## src/hdl/cpc_pkg.sv

```systemverilog
// cpc_pkg: widths, fixed-point constants, codes and control structs for the
// conductivity probe conditioner. No dependencies; every other file imports it.

package cpc_pkg;

  localparam int VOLTAGE_BITS = 12;
  localparam int TEMP_BITS    = 10;
  localparam int K_BITS       = 22;
  localparam int EC_BITS      = 18;
  localparam int CFG_IDX_BITS = 1;

  // cell constants are in units of 1/K_SCALE; K_SCALE must divide 2e7
  localparam longint unsigned K_SCALE = 1000000;

  localparam logic [K_BITS-1:0]  K_MASK = '1;
  localparam logic [EC_BITS-1:0] EC_MAX = '1;

  localparam longint unsigned V_MAX = (64'd1 << VOLTAGE_BITS) - 64'd1;
  localparam longint unsigned T_MAX = (64'd1 << TEMP_BITS) - 64'd1;

  // compensation factor 1 + 0.0185*(T - 25) = d / 160000, d = 86000 + 185*t16
  localparam longint unsigned D_BASE  = 86000;
  localparam longint unsigned D_SLOPE = 185;
  localparam longint unsigned D_MAX   = D_BASE + D_SLOPE * T_MAX;
  localparam int              D_BITS  = $clog2(D_MAX + 1);

  localparam int VK_BITS = VOLTAGE_BITS + K_BITS;

  // range switch thresholds on v*k: 2.5 and 2.0 mS/cm at 164 mV per mS/cm
  localparam longint unsigned HYST_HI = 410 * K_SCALE;
  localparam longint unsigned HYST_LO = 328 * K_SCALE;

  // ec = round(v*k*40 / (41*d)) -> (v*k*EC_NUM_MUL + 41d) / (82d)
  localparam longint unsigned EC_NUM_MUL  = 2 * (40000000 / K_SCALE);
  localparam longint unsigned EC_HALF_MUL = 41;

  // k = round(a*K_SCALE / (4e7*lv)) -> (a + h) / (2h), h = (2e7/K_SCALE)*lv
  localparam longint unsigned CAL_HALF_MUL = 20000000 / K_SCALE;
  localparam longint unsigned BUF_LO_MUL   = 41 * 1413;
  localparam longint unsigned BUF_HI_MUL   = 41 * 12880;
  localparam longint unsigned A_MAX        = BUF_HI_MUL * D_MAX;
  localparam int              A_BITS       = $clog2(A_MAX + 1);

  // range check of the new constant: 0.5 < a / (4e7*lv) < 1.5
  localparam longint unsigned KDEN_MUL  = 40000000;
  localparam int              KDEN_BITS = $clog2(KDEN_MUL * V_MAX + 1);
  localparam int              CMP_BITS  = (A_BITS + 1 > KDEN_BITS + 2) ? A_BITS + 1
                                                                       : KDEN_BITS + 2;

  // buffer bands on 10*lv (raw mS/cm * 1640)
  localparam longint unsigned TV_MUL      = 10;
  localparam longint unsigned BAND_LO_MIN = 1476;
  localparam longint unsigned BAND_LO_MAX = 3116;
  localparam longint unsigned BAND_HI_MIN = 14760;
  localparam longint unsigned BAND_HI_MAX = 27552;
  localparam longint unsigned TV_MAX      = (TV_MUL * V_MAX > BAND_HI_MAX) ? TV_MUL * V_MAX
                                                                           : BAND_HI_MAX;
  localparam int              TV_BITS     = $clog2(TV_MAX + 1);

  // shared divider: numerator X + half, divisor 2*half
  localparam longint unsigned HALF_EC_MAX  = EC_HALF_MUL * D_MAX;
  localparam longint unsigned HALF_CAL_MAX = CAL_HALF_MUL * V_MAX;
  localparam longint unsigned HALF_MAX     = (HALF_EC_MAX > HALF_CAL_MAX) ? HALF_EC_MAX
                                                                          : HALF_CAL_MAX;
  localparam int HALF_BITS = $clog2(HALF_MAX + 1);
  localparam int DIV_BITS  = HALF_BITS + 1;
  localparam int X_EC_BITS = VK_BITS + $clog2(EC_NUM_MUL + 1);
  localparam int NUM_BITS  = ((X_EC_BITS > A_BITS) ? X_EC_BITS : A_BITS) + 1;
  localparam int CNT_BITS  = $clog2(NUM_BITS);

  typedef enum logic {
    OP_MEASURE   = 1'b0,
    OP_CALIBRATE = 1'b1
  } op_t;

  typedef enum logic [1:0] {
    CAL_OK        = 2'd0,
    CAL_NO_SAMPLE = 2'd1,
    CAL_NO_BAND   = 2'd2,
    CAL_K_RANGE   = 2'd3
  } cal_status_t;

  typedef enum logic [CFG_IDX_BITS-1:0] {
    CFG_K_LOW  = 1'b0,
    CFG_K_HIGH = 1'b1
  } cfg_reg_t;

  typedef enum logic [2:0] {
    ST_IDLE,
    ST_PREP,
    ST_SCALE,
    ST_REMUL,
    ST_LOAD,
    ST_DIV,
    ST_DONE
  } ctl_state_t;

  typedef struct packed {
    logic capture;
    logic prep;
    logic scale;
    logic remul;
    logic load;
    logic step;
    logic finish;
  } cpc_cmd_t;

  typedef struct packed {
    logic div_last;
  } cpc_stat_t;

endpackage

```

## src/hdl/cpc_req_if.sv

```systemverilog
// cpc_req_if: request channel (measure / calibrate items) with valid/ready.
// Depends on cpc_pkg for field widths.

interface cpc_req_if import cpc_pkg::*; ();
  logic                    valid;
  logic                    ready;
  logic                    op;
  logic [VOLTAGE_BITS-1:0] voltage_mv;
  logic [TEMP_BITS-1:0]    temperature;

  modport source (output valid, output op, output voltage_mv, output temperature,
                  input ready);
  modport sink   (input valid, input op, input voltage_mv, input temperature,
                  output ready);
endinterface

```

## src/hdl/cpc_res_if.sv

```systemverilog
// cpc_res_if: result channel with valid/ready.
// Depends on cpc_pkg for field widths.

interface cpc_res_if import cpc_pkg::*; ();
  logic               valid;
  logic               ready;
  logic [EC_BITS-1:0] ec_us_cm;
  logic               saturated;
  logic               high_range;
  logic [1:0]         cal_status;
  logic               cal_buffer;
  logic [K_BITS-1:0]  new_k;

  modport source (output valid, output ec_us_cm, output saturated, output high_range,
                  output cal_status, output cal_buffer, output new_k, input ready);
  modport sink   (input valid, input ec_us_cm, input saturated, input high_range,
                  input cal_status, input cal_buffer, input new_k, output ready);
endinterface

```

## src/hdl/cpc_ctrl.sv

```systemverilog
// cpc_ctrl: sequencing state machine and result-valid flag.
// Depends on cpc_pkg (ctl_state_t, cpc_cmd_t, cpc_stat_t).

module cpc_ctrl import cpc_pkg::*; (
  input  logic      clk,
  input  logic      rst_n,
  input  logic      in_valid,
  output logic      in_ready,
  output logic      out_valid,
  input  logic      out_ready,
  input  cpc_stat_t status,
  output cpc_cmd_t  cmd
);

  ctl_state_t state_r, state_nxt;
  logic       out_valid_r;
  logic       slot_free;

  assign slot_free = !out_valid_r || out_ready;

  always_comb begin
    state_nxt = state_r;
    unique case (state_r)
      ST_IDLE:  if (in_valid) state_nxt = ST_PREP;
      ST_PREP:  state_nxt = ST_SCALE;
      ST_SCALE: state_nxt = ST_REMUL;
      ST_REMUL: state_nxt = ST_LOAD;
      ST_LOAD:  state_nxt = ST_DIV;
      ST_DIV:   if (status.div_last) state_nxt = ST_DONE;
      ST_DONE:  if (slot_free) state_nxt = ST_IDLE;
      default:  state_nxt = ST_IDLE;
    endcase
  end

  always_comb begin
    cmd      = '0;
    in_ready = 1'b0;
    unique case (state_r)
      ST_IDLE: begin
        in_ready    = 1'b1;
        cmd.capture = in_valid;
      end
      ST_PREP:  cmd.prep   = 1'b1;
      ST_SCALE: cmd.scale  = 1'b1;
      ST_REMUL: cmd.remul  = 1'b1;
      ST_LOAD:  cmd.load   = 1'b1;
      ST_DIV:   cmd.step   = 1'b1;
      ST_DONE:  cmd.finish = slot_free;
      default: begin
        cmd      = '0;
        in_ready = 1'b0;
      end
    endcase
  end

  always_ff @(posedge clk) begin
    if (!rst_n) begin
      state_r     <= ST_IDLE;
      out_valid_r <= 1'b0;
    end else begin
      state_r <= state_nxt;
      if (cmd.finish) begin
        out_valid_r <= 1'b1;
      end else if (out_ready) begin
        out_valid_r <= 1'b0;
      end
    end
  end

  assign out_valid = out_valid_r;

endmodule

```

## src/hdl/cpc_datapath.sv

```systemverilog
// cpc_datapath: cell constants, last sample, fixed-point products, shared
// restoring divider and the result register. Depends on cpc_pkg.

module cpc_datapath import cpc_pkg::*; (
  input  logic                    clk,
  input  logic                    rst_n,
  input  cpc_cmd_t                cmd,
  output cpc_stat_t               status,
  input  logic                    in_op,
  input  logic [VOLTAGE_BITS-1:0] in_voltage_mv,
  input  logic [TEMP_BITS-1:0]    in_temperature,
  input  logic                    cfg_we,
  input  logic [CFG_IDX_BITS-1:0] cfg_index,
  input  logic [K_BITS-1:0]       cfg_data,
  output logic [EC_BITS-1:0]      res_ec_us_cm,
  output logic                    res_saturated,
  output logic                    res_high_range,
  output logic [1:0]              res_cal_status,
  output logic                    res_cal_buffer,
  output logic [K_BITS-1:0]       res_new_k
);

  // request capture
  op_t                     op_r;
  logic [VOLTAGE_BITS-1:0] v_r;
  logic [TEMP_BITS-1:0]    t_r;

  // persistent state
  logic [K_BITS-1:0]       k_low_r, k_high_r, k_act_r;
  logic                    hi_sel_r;
  logic [VOLTAGE_BITS-1:0] last_v_r;
  logic [TEMP_BITS-1:0]    last_t_r;

  // intermediate products
  logic [D_BITS-1:0]    d_r;
  logic [VK_BITS-1:0]   vk_r;
  logic [KDEN_BITS-1:0] kden_r;
  logic [HALF_BITS-1:0] half_r;
  logic [A_BITS-1:0]    a_r;
  logic                 buf_r, band_ok_r, no_samp_r;

  // divider
  logic [DIV_BITS-1:0] div_r, rem_r;
  logic [NUM_BITS-1:0] quo_r;
  logic [CNT_BITS-1:0] cnt_r;

  // result register
  logic [EC_BITS-1:0] ec_r;
  logic               sat_r, hi_out_r, buf_out_r;
  cal_status_t        cal_status_r;
  logic [K_BITS-1:0]  new_k_r;

  logic                 is_cal;
  logic [TEMP_BITS-1:0] t_src;
  logic [TV_BITS-1:0]   tv;
  logic                 band_lo, band_hi;
  logic [NUM_BITS-1:0]  num_x;
  logic [DIV_BITS:0]    rem_sh;
  logic                 q_bit;
  logic                 ec_sat;
  logic [K_BITS-1:0]    k_clip;
  logic [CMP_BITS-1:0]  a2, kden_c;
  logic                 k_in_range;
  logic                 cal_ok;

  assign is_cal = (op_r == OP_CALIBRATE);
  assign t_src  = is_cal ? last_t_r : t_r;

  assign tv      = TV_BITS'(TV_MUL) * TV_BITS'(last_v_r);
  assign band_lo = (tv > TV_BITS'(BAND_LO_MIN)) && (tv < TV_BITS'(BAND_LO_MAX));
  assign band_hi = (tv > TV_BITS'(BAND_HI_MIN)) && (tv < TV_BITS'(BAND_HI_MAX));

  assign num_x = is_cal ? NUM_BITS'(a_r) : NUM_BITS'(vk_r) * NUM_BITS'(EC_NUM_MUL);

  assign rem_sh = {rem_r, quo_r[NUM_BITS-1]};
  assign q_bit  = (rem_sh >= {1'b0, div_r});

  assign status.div_last = (cnt_r == '0);

  assign ec_sat     = (quo_r > NUM_BITS'(EC_MAX));
  assign k_clip     = (quo_r > NUM_BITS'(K_MASK)) ? K_MASK : quo_r[K_BITS-1:0];
  assign a2         = CMP_BITS'(a_r) << 1;
  assign kden_c     = CMP_BITS'(kden_r);
  assign k_in_range = (a2 > kden_c) && (a2 < CMP_BITS'(3) * kden_c);
  assign cal_ok     = cmd.finish && is_cal && !no_samp_r && band_ok_r && k_in_range;

  always_ff @(posedge clk) begin
    if (cmd.capture) begin
      op_r <= op_t'(in_op);
      v_r  <= in_voltage_mv;
      t_r  <= in_temperature;
    end
    if (cmd.prep) begin
      d_r       <= D_BITS'(D_BASE) + D_BITS'(D_SLOPE) * D_BITS'(t_src);
      vk_r      <= VK_BITS'(v_r) * VK_BITS'(k_act_r);
      kden_r    <= KDEN_BITS'(KDEN_MUL) * KDEN_BITS'(last_v_r);
      buf_r     <= band_hi;
      band_ok_r <= band_lo || band_hi;
      no_samp_r <= (last_v_r == '0) && (last_t_r == '0);
    end
    if (cmd.scale) begin
      if (is_cal) begin
        half_r <= HALF_BITS'(CAL_HALF_MUL) * HALF_BITS'(last_v_r);
        a_r    <= A_BITS'(buf_r ? BUF_HI_MUL : BUF_LO_MUL) * A_BITS'(d_r);
      end else begin
        half_r <= HALF_BITS'(EC_HALF_MUL) * HALF_BITS'(d_r);
      end
    end
    // product with the constant chosen after the range switch
    if (cmd.remul) begin
      vk_r <= VK_BITS'(v_r) * VK_BITS'(k_act_r);
    end
    if (cmd.load) begin
      quo_r <= num_x + NUM_BITS'(half_r);
      div_r <= {half_r, 1'b0};
      rem_r <= '0;
      cnt_r <= CNT_BITS'(NUM_BITS - 1);
    end else if (cmd.step) begin
      rem_r <= q_bit ? DIV_BITS'(rem_sh - {1'b0, div_r}) : DIV_BITS'(rem_sh);
      quo_r <= {quo_r[NUM_BITS-2:0], q_bit};
      cnt_r <= cnt_r - CNT_BITS'(1);
    end
    if (cmd.finish) begin
      hi_out_r <= hi_sel_r;
      if (!is_cal) begin
        ec_r         <= ec_sat ? EC_MAX : quo_r[EC_BITS-1:0];
        sat_r        <= ec_sat;
        cal_status_r <= CAL_OK;
        buf_out_r    <= 1'b0;
        new_k_r      <= '0;
      end else begin
        ec_r  <= '0;
        sat_r <= 1'b0;
        priority if (no_samp_r) begin
          cal_status_r <= CAL_NO_SAMPLE;
          buf_out_r    <= 1'b0;
          new_k_r      <= '0;
        end else if (!band_ok_r) begin
          cal_status_r <= CAL_NO_BAND;
          buf_out_r    <= 1'b0;
          new_k_r      <= '0;
        end else if (k_in_range) begin
          cal_status_r <= CAL_OK;
          buf_out_r    <= buf_r;
          new_k_r      <= quo_r[K_BITS-1:0];
        end else begin
          cal_status_r <= CAL_K_RANGE;
          buf_out_r    <= buf_r;
          new_k_r      <= k_clip;
        end
      end
    end
  end

  // persistent state
  always_ff @(posedge clk) begin
    if (!rst_n) begin
      k_low_r  <= K_BITS'(K_SCALE);
      k_high_r <= K_BITS'(K_SCALE);
      k_act_r  <= K_BITS'(K_SCALE);
      hi_sel_r <= 1'b0;
      last_v_r <= '0;
      last_t_r <= '0;
    end else begin
      if (cfg_we) begin
        unique case (cfg_reg_t'(cfg_index))
          CFG_K_LOW:  k_low_r  <= cfg_data;
          CFG_K_HIGH: k_high_r <= cfg_data;
          default: begin
            k_low_r  <= k_low_r;
            k_high_r <= k_high_r;
          end
        endcase
      end else if (cal_ok) begin
        if (buf_r) begin
          k_high_r <= quo_r[K_BITS-1:0];
        end else begin
          k_low_r <= quo_r[K_BITS-1:0];
        end
      end
      // range switch with hysteresis
      if (cmd.scale && !is_cal) begin
        priority if (vk_r > VK_BITS'(HYST_HI)) begin
          k_act_r  <= k_high_r;
          hi_sel_r <= 1'b1;
        end else if (vk_r < VK_BITS'(HYST_LO)) begin
          k_act_r  <= k_low_r;
          hi_sel_r <= 1'b0;
        end
      end
      if (cmd.finish && !is_cal) begin
        last_v_r <= v_r;
        last_t_r <= t_r;
      end
    end
  end

  assign res_ec_us_cm   = ec_r;
  assign res_saturated  = sat_r;
  assign res_high_range = hi_out_r;
  assign res_cal_status = cal_status_r;
  assign res_cal_buffer = buf_out_r;
  assign res_new_k      = new_k_r;

endmodule

```

## src/hdl/conductivity_probe_conditioner.sv

```systemverilog
// conductivity_probe_conditioner: top level, joins cpc_ctrl and cpc_datapath.
// Depends on cpc_pkg, cpc_req_if, cpc_res_if, cpc_ctrl, cpc_datapath.
//
//   channel   direction  handshake     payload
//   in_req    sink       valid/ready   op, voltage_mv, temperature
//   out_res   source     valid/ready   ec_us_cm, saturated, high_range,
//                                      cal_status, cal_buffer, new_k
//   cfg_*     input      cfg_we        cfg_index, cfg_data
//
// Each request steps through PREP, SCALE, REMUL, LOAD, DIV and DONE; the
// bit-serial divider produces one quotient bit per cycle in DIV.
// One request is in work at a time; in_req.ready is high only when idle.
// A finished result waits in the output register while the next request is taken.
// Reset is synchronous: both constants and the active constant go to 1.0.

module conductivity_probe_conditioner import cpc_pkg::*; (
  input  logic                    clk,
  input  logic                    rst_n,
  cpc_req_if.sink                 in_req,
  cpc_res_if.source               out_res,
  input  logic                    cfg_we,
  input  logic [CFG_IDX_BITS-1:0] cfg_index,
  input  logic [K_BITS-1:0]       cfg_data
);

  cpc_cmd_t  cmd;
  cpc_stat_t status;

  cpc_ctrl u_ctrl (
    .clk       (clk),
    .rst_n     (rst_n),
    .in_valid  (in_req.valid),
    .in_ready  (in_req.ready),
    .out_valid (out_res.valid),
    .out_ready (out_res.ready),
    .status    (status),
    .cmd       (cmd)
  );

  cpc_datapath u_datapath (
    .clk            (clk),
    .rst_n          (rst_n),
    .cmd            (cmd),
    .status         (status),
    .in_op          (in_req.op),
    .in_voltage_mv  (in_req.voltage_mv),
    .in_temperature (in_req.temperature),
    .cfg_we         (cfg_we),
    .cfg_index      (cfg_index),
    .cfg_data       (cfg_data),
    .res_ec_us_cm   (out_res.ec_us_cm),
    .res_saturated  (out_res.saturated),
    .res_high_range (out_res.high_range),
    .res_cal_status (out_res.cal_status),
    .res_cal_buffer (out_res.cal_buffer),
    .res_new_k      (out_res.new_k)
  );

endmodule
```

## src/flat_wrapper.sv

```systemverilog
// flat-port wrapper written by rule: the top's interface ports become plain ports
module conductivity_probe_conditioner_flat import cpc_pkg::*;
  (clk, rst_n, cfg_we, cfg_index, cfg_data, in_req_valid, in_req_op, in_req_voltage_mv, in_req_temperature, in_req_ready, out_res_valid, out_res_ec_us_cm, out_res_saturated, out_res_high_range, out_res_cal_status, out_res_cal_buffer, out_res_new_k, out_res_ready);
  cpc_req_if in_req_i ();
  cpc_res_if out_res_i ();
  input  logic clk;
  input  logic rst_n;
  input  logic cfg_we;
  input  logic [CFG_IDX_BITS-1:0] cfg_index;
  input  logic [K_BITS-1:0] cfg_data;
  input wire logic [$bits(in_req_i.valid)-1:0] in_req_valid;
  input wire logic [$bits(in_req_i.op)-1:0] in_req_op;
  input wire logic [$bits(in_req_i.voltage_mv)-1:0] in_req_voltage_mv;
  input wire logic [$bits(in_req_i.temperature)-1:0] in_req_temperature;
  output wire logic [$bits(in_req_i.ready)-1:0] in_req_ready;
  output wire logic [$bits(out_res_i.valid)-1:0] out_res_valid;
  output wire logic [$bits(out_res_i.ec_us_cm)-1:0] out_res_ec_us_cm;
  output wire logic [$bits(out_res_i.saturated)-1:0] out_res_saturated;
  output wire logic [$bits(out_res_i.high_range)-1:0] out_res_high_range;
  output wire logic [$bits(out_res_i.cal_status)-1:0] out_res_cal_status;
  output wire logic [$bits(out_res_i.cal_buffer)-1:0] out_res_cal_buffer;
  output wire logic [$bits(out_res_i.new_k)-1:0] out_res_new_k;
  input wire logic [$bits(out_res_i.ready)-1:0] out_res_ready;
  assign in_req_i.valid = in_req_valid;
  assign in_req_i.op = in_req_op;
  assign in_req_i.voltage_mv = in_req_voltage_mv;
  assign in_req_i.temperature = in_req_temperature;
  assign in_req_ready = in_req_i.ready;
  assign out_res_valid = out_res_i.valid;
  assign out_res_ec_us_cm = out_res_i.ec_us_cm;
  assign out_res_saturated = out_res_i.saturated;
  assign out_res_high_range = out_res_i.high_range;
  assign out_res_cal_status = out_res_i.cal_status;
  assign out_res_cal_buffer = out_res_i.cal_buffer;
  assign out_res_new_k = out_res_i.new_k;
  assign out_res_i.ready = out_res_ready;
  conductivity_probe_conditioner u_core (.clk(clk), .rst_n(rst_n), .in_req(in_req_i), .out_res(out_res_i), .cfg_we(cfg_we), .cfg_index(cfg_index), .cfg_data(cfg_data));
endmodule
```

## config.mk

```make
export PLATFORM = sky130hd
export DESIGN_NAME = conductivity_probe_conditioner_flat
export DESIGN_NICKNAME = d
export VERILOG_FILES = /design/src/hdl/cpc_pkg.sv /design/src/hdl/cpc_req_if.sv /design/src/hdl/cpc_res_if.sv /design/src/hdl/cpc_ctrl.sv /design/src/hdl/cpc_datapath.sv /design/src/hdl/conductivity_probe_conditioner.sv /design/src/flat_wrapper.sv
export SDC_FILE = /design/constraint.sdc
export NUM_CORES = 2
export LEC_CHECK = 0
export BUFFER_PORTS_ARGS = -buffer_cell sky130_fd_sc_hd__buf_2
export CORE_MARGIN = 2
export CORE_UTILIZATION = 40
export DETAILED_ROUTE_END_ITERATION = 12
export GPL_TIMING_DRIVEN = 0
export PLACE_DENSITY = 0.62
export SYNTH_ARGS = -nofsm -noshare
export SYNTH_HDL_FRONTEND = slang
export SYNTH_SLANG_ARGS = --single-unit
export TNS_END_PERCENT = 30
```

## constraint.sdc

```tcl
create_clock -name clk -period 16 [get_ports clk]
set_clock_uncertainty 0.15 [all_clocks]
set_input_delay 0 -clock clk [delete_from_list [all_inputs] [get_ports clk]]
set_output_delay 0 -clock clk [all_outputs]
set_load 0.01 [all_outputs]
```

==> impl_metrics.py <==
metrics = {
    "setup_path": {
        "start_kind": "flip-flop",
        "cp_max_fo": 10,
        "worst_setup_path_end_kind": "flip-flop",
        "worstSetupPathType": "flip-flop to flip-flop",
        "path_common_cell": "clkbuf_1",
        "crit_family": "buffers and inverters",
        "arrival_ps": 9670,
        "max_stage_delay_ps": 860,
        "path_buf_inv": 9,
        "rrSetupSlack_ps": 6520,
        "worstPathRequired_ps": 16200,
        "cp_slowest_cell": "clkbuf_1",
    },
    "drt": {
        "viasPerCell": 5.30,
        "routedWlPerCell_um": 19.1,
        "first_pass_iters": 5,
        "via_count": 35800,
        "route.detailed.drc": 0,
        "drtIter0Drc": 2612,
        "wl_um": 129000,
        "ant_nets": 0,
    },
    "timing": {
        "rsz0062_at_grt": "no",
        "fmaxAchievable_mhz": 106,
        "fin_crit_sh_pct": 59.2,
        "setup_viol": 0,
        "finalSetupTns_ps": 0,
        "worst_pin_slew_ps": 1460,
        "period_minus_slack_ps": 9480,
        "slew_headroom_pct": 1.09,
        "whs_ps": 101,
        "slew_violations": 0,
        "hold_viol": 0,
    },
    "finish": {
        "nets": 6365,
        "layout-drive-gt1-share_pct": 4.95,
        "layout.core_utilization_pct": 44.5,
        "fillCellCount": 11200,
        "area_growth_pct": 10.7,
        "register_area_mm2": 0.0109,
        "multiInputGateArea_mm2": 0.0320,
    },
    "global_routing": {
        "antenna_found_initial": 5,
        "grt_max_degree": 44,
        "grt_pass1_wl_um": 205000,
        "grt-ovfl-total": 0,
        "grt.total_usage_pct": 21.8,
        "grt_pass1_vias": 36100,
    },
    "run_status": {
        "status": "finished clean",
    },
    "synthesis": {
        "yosys.area.top_type": "fa_1",
        "synthTopCellsByArea": "fa_1 20%, edfxtp_1 18%, ha_1 18%",
        "yosys.cell_count.top_type": "inv_1",
        "avgSynthCellArea_um2": 9.43,
        "synth_edf_count": 281,
        "ys_ff_latch": 405,
        "yosys-top-cells-count": "871 x inv_1, 661 x ha_1, 525 x nand2_1",
        "synthArstFlopShare_pct": 0,
        "synth_area_mm2": 0.0467,
        "synth.distinct_cells": 87,
        "synth_top_area_share_pct": 19.8,
        "yosysWarningCount": 0,
        "synth-main-ff-cell": "edfxtp_1",
        "synthesis.instances": 4950,
        "ys_seq_area_share_pct": 23.4,
    },
    "placed_design": {
        "hpwl_um": 107000,
        "place_congestion": 0.922,
        "port_buffers": 96,
    },
    "clocking": {
        "numCtsBuffers": 46,
        "cts_root_buffer": "clkbuf_16",
        "clockBufferDepth": 3,
        "cts_sinks": 405,
        "post_cts_resized": 0,
        "htreeDepth": 2,
        "cts_tree": "done",
        "clk_latency_ps": 620,
        "clkTransAtPathRegs_ps": 70,
    },
    "floorplan": {
        "rows": 125,
        "start_util_pct": 40.2,
        "fp.dieW_um": 346,
        "coreArea_mm2": 0.116,
        "ioPinCount": 98,
        "die_y_um": 346,
        "die-area_mm2": 0.119,
    },
    "flow_run": {
        "cap_viol_max_count": 0,
    },
    "hold_path": {
        "worst_hold_path_type": "input port to flip-flop",
    },
}
## through the flow
stage	setup WS [ps]	cells	cell area, µm²
floorplan	9150	4960	46700
global placement	6530	6580	49100
detailed placement	6590	6593	49400
CTS	6510	6752	51700
global route	5930	6752	51700
finish	6520	6755	51700
## routing by layer
layer	global-route usage [%]	up-vias	part of all wire, %
li1	-	17100	-
met1	30.9	17500	46
met2	35.0	968	45
met3	3.53	156	6.7
met4	4.43	0	2.0
met5	0	-	0
## tightest hold or removal path, delay by kind of cell
family | cells | cell delay, ps
buffers and inverters | 2 | 630
AOI/OAI and AO/OA | 2 | 180
## registers in the layout, summed over array words and instances, names as in the netlist, 24 cells and up
signal                    cells
u_core.u_datapath.div_r      24
u_core.u_datapath.quo_r      42
u_core.u_datapath.vk_r       34
u_core.u_datapath.rem_r      25
u_core.u_datapath.kden_r     29
u_core.u_datapath.half_r     24
u_core.u_datapath.a_r        38
## layout by cell type (no fill, tap or decap), types with 54 or more instances in the layout
master,instances
and2_1,113
xor2_1,64
ha_1,661
dfxtp_1,124
nor2b_1,54
mux2i_1,103
xnor2_1,125
a21oi_1,201
edfxtp_1,281
a21o_1,97
nand2_1,525
buf_2,101
nor3_1,68
nand3_1,74
o21ai_0,229
fa_1,461
nor2_1,190
inv_1,870
dlygate4sd3_1,75
clkbuf_1,130
## what timing repair did
item,in CTS,in global routing
hold buffers,75,0
endpoints found under the hold margin,94,0
buffers inserted,0,0
## cells by family (layout without fill, tap and decap cells)
family | Yosys count | after routing | share of synthesized area, %
AOI/OAI and AO/OA | 872 | 872 | 12.2
buffers and inverters | 1011 | 1279 | 8.17
adders and majority gates | 1122 | 1122 | 37.5
other | 2 | 15 | 0.0161
muxes | 124 | 124 | 2.71
xor gates and xnor gates | 189 | 189 | 3.54
DFF | 405 | 405 | 23.4
and+or+nand+nor | 1225 | 1225 | 12.5
## worst paths after layout
kind / to / start / cells after the start
max: u_core.u_datapath.d_r[17]$_DFFE_PP_ / u_core.u_datapath.is_cal$_DFFE_PP_ / 25
min: u_core.u_ctrl.state_r[0]$_SDFFE_PN0P_ / in_req_valid / 4
min reg2reg: u_core.u_datapath.k_low_r[12]$_SDFFE_PN0P_ / u_core.u_datapath.k_low_r[12]$_SDFFE_PN0P_ / 2
max reg2reg: u_core.u_datapath.d_r[17]$_DFFE_PP_ / u_core.u_datapath.is_cal$_DFFE_PP_ / 25
## cell type report
class	instances	area share, %
tap	1524	3.69
sequential	405	21.1
buffer	140	1.06
timing repair buffer	184	2.78
clock buffer	64	2.63
antenna	3	0.0145
clock inverter	20	0.399
multi-input combinational	3544	62.0
inverter	871	6.33
Power is left out: the tool's default activity adds up to more than one toggle a clock period on the data nets, which glitch-free logic cannot reach.
